[src/hw/rtl/spmv_pkg.sv]
// spmv_pkg: shared types, widths, action codes and the sigmoid table
// for the CSR sparse matrix-vector block. No dependencies.
`timescale 1ns / 1ps

package spmv_pkg;

    // Field widths
    localparam int ROW_COUNT_W = 6;
    localparam int SLOT_W      = 8;
    localparam int COL_W       = 5;
    localparam int WEIGHT_W    = 16;
    localparam int PTR_W       = 9;
    localparam int ELEM_W      = 16;
    localparam int ROW_W       = 5;
    localparam int ACT_W       = 16;
    localparam int ACTION_W    = 2;
    localparam int PROD_W      = 32;
    localparam int ACC_W       = 40;
    localparam int IDX_W       = 8;
    localparam int SIG_DEPTH   = 256;

    // Stream word widths (fields packed, padded to whole bytes)
    localparam int S_TDATA_W = 56;
    localparam int M_TDATA_W = 24;

    // Size defaults and limits
    localparam int MAX_ROWS_DEF     = 32;
    localparam int VECTOR_DEPTH_DEF = 32;
    localparam int MAX_NONZEROS_DEF = 256;
    localparam int RESULT_LIMIT     = 32;

    localparam logic [ROW_COUNT_W-1:0] ROW_COUNT_RST = 6'd1;

    typedef enum logic [ACTION_W-1:0] {
        ACT_NZ  = 2'd0,
        ACT_PTR = 2'd1,
        ACT_VEC = 2'd2,
        ACT_RUN = 2'd3
    } action_t;

    // One entry of the nonzero store
    typedef struct packed {
        logic [COL_W-1:0]           col;
        logic signed [WEIGHT_W-1:0] weight;
    } nz_entry_t;

    // Controller to datapath commands
    typedef struct packed {
        logic load;      // an input word is taken this cycle
        logic ptr_rd;    // read the row pointer store
        logic ld_start;  // row start from pointer read data
        logic ld_end;    // row end from pointer read data, clear accumulator
        logic next_row;  // next row starts where the last one ended
        logic mac_run;   // walk the nonzeros of the row
        logic idx_calc;  // clamp the sum and form the table index
        logic out_load;  // load the output register
    } cmd_t;

    // Datapath to controller status
    typedef struct packed {
        logic mac_done;  // all terms issued and the pipe has drained
    } stat_t;

    typedef logic [SIG_DEPTH-1:0][ACT_W-1:0] sig_table_t;

    // Shift-subtract unsigned division, used only at elaboration
    function automatic logic [63:0] udiv64(input logic [63:0] num, input logic [63:0] den);
        logic [63:0] quo;
        logic [63:0] rem;
        int          b;
        quo = '0;
        rem = '0;
        for (b = 63; b >= 0; b--)
        begin
            rem = {rem[62:0], num[b]};
            if (rem >= den)
            begin
                rem      = rem - den;
                quo[b]   = 1'b1;
            end
        end
        return quo;
    endfunction

    // Logistic table: entry i is sigmoid(-8 + i/16) in Q0.16
    function automatic sig_table_t build_sig_table();
        logic [63:0] term;
        logic [63:0] sum;
        logic [63:0] n;
        logic [63:0] step;
        logic [63:0] d;
        logic [63:0] v;
        logic [63:0] pw [129];
        logic        neg;
        int          k;
        int          i;
        sig_table_t  tbl;
        term = 64'd1 << 60;
        sum  = '0;
        n    = 64'd1;
        neg  = 1'b0;
        // e^(-1/16) by its Taylor series in Q60
        for (k = 0; k < 32; k++)
        begin
            if (term != 64'd0)
            begin
                if (neg)
                    sum = sum - term;
                else
                    sum = sum + term;
                term = udiv64(term, 64'd16 * n);
                n    = n + 64'd1;
                neg  = !neg;
            end
        end
        step  = (sum + (64'd1 << 28)) >> 29;
        pw[0] = 64'd1 << 31;
        for (k = 1; k <= 128; k++)
            pw[k] = (pw[k-1] * step + (64'd1 << 30)) >> 31;
        for (i = 0; i < SIG_DEPTH; i++)
        begin
            if (i >= 128)
            begin
                d = (64'd1 << 31) + pw[i-128];
                v = udiv64((64'd1 << 47) + (d >> 1), d);
            end
            else
            begin
                d = (64'd1 << 31) + pw[128-i];
                v = udiv64((pw[128-i] << 16) + (d >> 1), d);
            end
            if (v > 64'd65535)
                v = 64'd65535;
            tbl[i] = v[ACT_W-1:0];
        end
        return tbl;
    endfunction

    localparam sig_table_t SIG_TABLE = build_sig_table();

endpackage

[src/hw/rtl/spmv_ctrl.sv]
// spmv_ctrl: controller state machine for the CSR sparse matrix-vector block.
// Holds the row count register and the output valid flag; drives cmd_t.
// Depends on spmv_pkg.
`timescale 1ns / 1ps

module spmv_ctrl #(
    parameter int MAX_ROWS = spmv_pkg::MAX_ROWS_DEF
) (
    input  logic                             clk,
    input  logic                             rst_n,
    input  logic                             s_tvalid,
    output logic                             s_tready,
    input  spmv_pkg::action_t                s_action,
    output logic                             m_tvalid,
    input  logic                             m_tready,
    input  logic                             cfg_valid,
    output logic                             cfg_ready,
    input  logic [spmv_pkg::ROW_COUNT_W-1:0] cfg_data,
    output spmv_pkg::cmd_t                   cmd,
    output logic [$clog2(MAX_ROWS+1)-1:0]    ptr_addr,
    output logic [spmv_pkg::ROW_W-1:0]       out_row,
    output logic                             out_last,
    input  spmv_pkg::stat_t                  stat
);

    localparam int ROW_LIMIT = (MAX_ROWS < spmv_pkg::RESULT_LIMIT) ? MAX_ROWS
                                                                    : spmv_pkg::RESULT_LIMIT;
    localparam int RW   = $clog2(ROW_LIMIT + 1);
    localparam int PA_W = $clog2(MAX_ROWS + 1);
    localparam int RCW  = spmv_pkg::ROW_COUNT_W;

    typedef enum logic [7:0] {
        ST_IDLE    = 8'b0000_0001,
        ST_START   = 8'b0000_0010,
        ST_LDSTART = 8'b0000_0100,
        ST_LDEND   = 8'b0000_1000,
        ST_MAC     = 8'b0001_0000,
        ST_IDX     = 8'b0010_0000,
        ST_EMIT    = 8'b0100_0000,
        ST_NEXT    = 8'b1000_0000
    } state_t;

    state_t         state_reg, state_next;
    logic [RW-1:0]  r_reg, r_next;
    logic [RCW-1:0] row_count_reg, row_count_next;
    logic           out_valid_reg, out_valid_next;

    logic [RCW-1:0] rows_eff;
    logic [RW:0]    r_inc;
    logic           in_take;

    // Rows per run, clamped to the supported limit
    assign rows_eff = (row_count_reg > RCW'(ROW_LIMIT)) ? RCW'(ROW_LIMIT) : row_count_reg;
    assign r_inc    = {1'b0, r_reg} + 1'b1;
    assign out_last = (RCW'(r_inc) == rows_eff);
    assign out_row  = spmv_pkg::ROW_W'(r_reg);
    assign ptr_addr = (state_reg == ST_START) ? '0 : PA_W'(r_inc);

    assign s_tready  = (state_reg == ST_IDLE);
    assign in_take   = s_tvalid && s_tready;
    assign m_tvalid  = out_valid_reg;
    assign cfg_ready = 1'b1;

    // Next state and commands
    always_comb
    begin
        state_next     = state_reg;
        r_next         = r_reg;
        out_valid_next = out_valid_reg;
        row_count_next = row_count_reg;
        cmd            = '0;
        cmd.load       = in_take;

        if (cfg_valid)
            row_count_next = cfg_data;

        if (m_tready)
            out_valid_next = 1'b0;

        unique case (state_reg)
            ST_IDLE:
            begin
                if (in_take && (s_action == spmv_pkg::ACT_RUN) && (rows_eff != '0))
                begin
                    r_next     = '0;
                    state_next = ST_START;
                end
            end
            ST_START:
            begin
                cmd.ptr_rd = 1'b1;
                state_next = ST_LDSTART;
            end
            ST_LDSTART:
            begin
                cmd.ld_start = 1'b1;
                cmd.ptr_rd   = 1'b1;
                state_next   = ST_LDEND;
            end
            ST_LDEND:
            begin
                cmd.ld_end = 1'b1;
                state_next = ST_MAC;
            end
            ST_MAC:
            begin
                cmd.mac_run = 1'b1;
                if (stat.mac_done)
                    state_next = ST_IDX;
            end
            ST_IDX:
            begin
                cmd.idx_calc = 1'b1;
                state_next   = ST_EMIT;
            end
            ST_EMIT:
            begin
                // wait until the output register is free
                if (!out_valid_reg || m_tready)
                begin
                    cmd.out_load   = 1'b1;
                    out_valid_next = 1'b1;
                    if (out_last)
                        state_next = ST_IDLE;
                    else
                    begin
                        r_next     = RW'(r_inc);
                        state_next = ST_NEXT;
                    end
                end
            end
            ST_NEXT:
            begin
                cmd.next_row = 1'b1;
                cmd.ptr_rd   = 1'b1;
                state_next   = ST_LDEND;
            end
            default:
            begin
                state_next = ST_IDLE;
            end
        endcase
    end

    // Control registers
    always_ff @(posedge clk or negedge rst_n)
    begin
        if (!rst_n)
        begin
            state_reg     <= ST_IDLE;
            r_reg         <= '0;
            row_count_reg <= spmv_pkg::ROW_COUNT_RST;
            out_valid_reg <= 1'b0;
        end
        else
        begin
            state_reg     <= state_next;
            r_reg         <= r_next;
            row_count_reg <= row_count_next;
            out_valid_reg <= out_valid_next;
        end
    end

endmodule

[config.mk]
export PLATFORM = sky130hd
export DESIGN_NAME = spmv_ctrl
export DESIGN_NICKNAME = d
export VERILOG_FILES = /design/src/hw/rtl/spmv_pkg.sv /design/src/hw/rtl/spmv_ctrl.sv
export SDC_FILE = /design/constraint.sdc
export NUM_CORES = 1
export LEC_CHECK = 0
export BUFFER_PORTS_ARGS = -buffer_cell sky130_fd_sc_hd__buf_2
export CORE_ASPECT_RATIO = 0.6
export CORE_UTILIZATION = 30
export DETAILED_ROUTE_END_ITERATION = 10
export SYNTH_ARGS = -nofsm -noshare
export SYNTH_HDL_FRONTEND = slang
export SYNTH_SLANG_ARGS = --single-unit
export TNS_END_PERCENT = 10
[constraint.sdc]
create_clock -name clk -period 2.6 [get_ports clk]
set_clock_uncertainty 0.05 [all_clocks]
set_input_delay 0.13 -clock clk [delete_from_list [all_inputs] [get_ports clk]]
set_output_delay 0.13 -clock clk [all_outputs]
set_load 0.05 [all_outputs]
==> flow_summary.yaml <==
critical_path:
  critPathCaptureType: "primary output"
  crit_required_ps: 2420
  cp_data_arrival_time_ps: 2300
  worstPathMaxFanout: 7
  reg2reg_depth: 6
  crit_path_start_kind: "flip-flop"
  crit_type: "reg2out"
synthesis:
  ys.flop_type: "dfrtp_1"
  synthArstFlopShare_pct: 100.0
  synthesis.area_sq_um: 1378
  synth_edf_count: 0
  synth_nets: 165
  synthDistinctLibCells: 47
  synth_top_area_share_pct: 34.51
  yosys_warnings: 0
  synth_top_area_cell: "dfrtp_1"
  seq_area_frac_synth_pct: 38.33
  synth_area_leaders: "dfrtp_1 (35%), nor2_1 (5.7%), mux2_2 (4.9%), xnor2_1 (4.5%), buf_4 (3.8%)"
  ys_seq_elements: 21
  synthCells: 150
  syn_avg_cell_area_sq_um: 9.184
clock_network:
  clkSinkCount: 21
  cts_resized: 0
  cts_tree: "done"
  cts-root-buf: "clkbuf_8"
  cts.clk_slew.worst_paths_ps: 80
  cts_hold_buffers: 1
  postCtsSetupRepairBufs: 0
  clk_latency_ps: 260
  cts_made_buffers: 3
  htreeDepth: 1
  clockBufferDepth: 2
cells_and_area:
  fill_cells: 445
  stdcell_count: 239
  diodes: 0
  layout-drive-gt1-share_pct: 32.96
  areaGrowthSynthToFinish_pct: 17.08
  fin_util_pct: 37.89
  largest_register_ffs: 8
  nets: 195
global_route:
  antenna_found_initial: 0
  grt_pass1_wl_um: 4878
  grtUsageTotal_pct: 13.65
  first_global_vias: 969
  grt_start_max_net_pins: 22
  grt-ovfl-total: 0
timing:
  tns_ps: 0
  finalSetupViolCount: 0
  timing.final.crit_period_ps: 2477
  fin_crit_sh_pct: 95.27
  max_freq_mhz: 403.7
  finalHoldViolations: 0
  holdWs_ps: 44.79
  drv_slew: 0
  rsz0062_at_grt: "false"
detailed_routing:
  vias_per_cell: 4.749
  drcViolationCount: 0
  wl_um: 2997
  drt_iter0_drc: 58
  wl_per_cell_um: 12.54
  firstDrtPassIters: 4
  vias: 1135
  final_antenna_net_count: 0
place:
  dp_hpwl_um: 2395
  gp_congestion: 0.8347
  dp_cells: 234
  port_buffers: 35
outcome:
  status: "finished, final reports clean"
power_and_ir_drop:
  intPower_mw: 0.7036
  p_per_area_nw_per_um2: 827.5
  leakagePower_nw: 0.7849
  seqPwrFrac_pct: 32.5
  power_switching_mw: 0.6310
  vdd_drop_max_v: 0.0005410
  combPwrFrac_pct: 51.3
  power_mw: 1.335
  power_frac_clock_pct: 16.1
  p_sw_share_pct: 47.28
hold_path:
  holdPathStages: 2
  hold_class: "in2reg"
floorplanning:
  core_sq_um: 4257
  start_util_pct: 32.36
  boundaryPins: 37
  dieHeight_um: 54.49
  dieArea_sq_um: 4876
  num_rows: 18
  die_w_um: 89.48
flow_run:
  maxCapViolCount: 0
-- power groups by stage --
| stage | logic, mW | registers [mW] | clock network [mW] |
|---|---|---|---|
| after global routing | 0.739 | 0.442 | 0.242 |
| final | 0.685 | 0.434 | 0.215 |
| after global placement | 0.686 | 0.442 | 0 |
| after CTS | 0.685 | 0.434 | 0.222 |
| after floorplan | 0.550 | 0.437 | 0 |
| after detailed placement | 0.681 | 0.440 | 0 |
-- cells by family after synthesis --
kind of cell,count (synthesis),synth area share [%]
adder cells (fa/ha/maj),1,0.9081
AND/OR/NAND/NOR,67,27.52
XOR/XNOR,8,5.086
AO/OA/AOI/OAI,23,12.53
multiplexers,8,6.358
buffers and inverters,21,8.991
other,1,0.2722
flip-flops,21,38.33
-- through the flow --
step,cell area [sq um],setup slack [ps]
3_5_place_dp,1556,266.3
6_report,1613,122.9
4_1_cts,1613,121.4
3_3_place_gp,1556,314.1
2_1_floorplan,1378,155.1
5_1_grt,1613,18.22
-- path summary, 6_finish.rpt --
check | slack [ps] | endpoint | startpoint
max | 120 | out_last | r_reg[0]
min | 40 | row_count_reg[4] | cfg_data[4]
max reg2reg | 250 | r_reg[1] | r_reg[0]
min reg2reg | 500 | m_tvalid | m_tvalid
max in group asynchronous | 1860 | state_reg[0] | rst_n
min in group asynchronous | 300 | m_tvalid | rst_n
-- cells in the final DEF (no fill, tap or decap), drive strengths merged, types with 3 or more instances in the layout --
cell	instances
a21oi	4
a31oi	5
and2	5
buf	39
clkbuf	3
dfrtp	19
inv	6
mux2	6
nand2	7
nand2b	6
nand4b	3
nor2	21
nor3	4
nor3b	3
nor4	4
xnor2	7
-- critical path, cell delays in order, from the launching register on --
cell      delay (ps)
dfrtp_1          390
ha_1             350
or4b_1           470
mux2i_1          200
o221ai_2         200
inv_1            140
buf_2            280
-- cells in the mapped netlist (3+ instances only) --
library cell	number
xnor2_1	7
nand4b_1	3
dfrtp_1	19
nand2b_1	6
mux2_2	6
nor4_1	3
inv_1	6
buf_4	7
a21oi_1	4
nand2_1	7
nor3_1	4
nor2_1	21
and2_1	4
a31oi_1	5
clkbuf_1	3
nor3b_1	3
-- cell type report --
type                    count  area (sq um)  share of cell area [%]
clock buffers               3         41.29                   2.560
clock inverters             1         5.005                  0.3103
inverters                   6         22.52                   1.396
multi-input cells         108         725.7                   45.00
flip-flops and latches     21         528.0                   32.74
well taps                  60         75.07                   4.655
repair buffers             40         215.2                   13.34
-- metal layers --
metal | global-route usage [%] | share of wire (%) | up-vias
met5 | 0 | 0 | -
li1 | - | - | 583
met2 | 18.45 | 36 | 41
met3 | 3.922 | 6.0 | 0
met1 | 21.14 | 58 | 511
met4 | 2.381 | 0 | 0
Power figures use the tool's default switching activity.
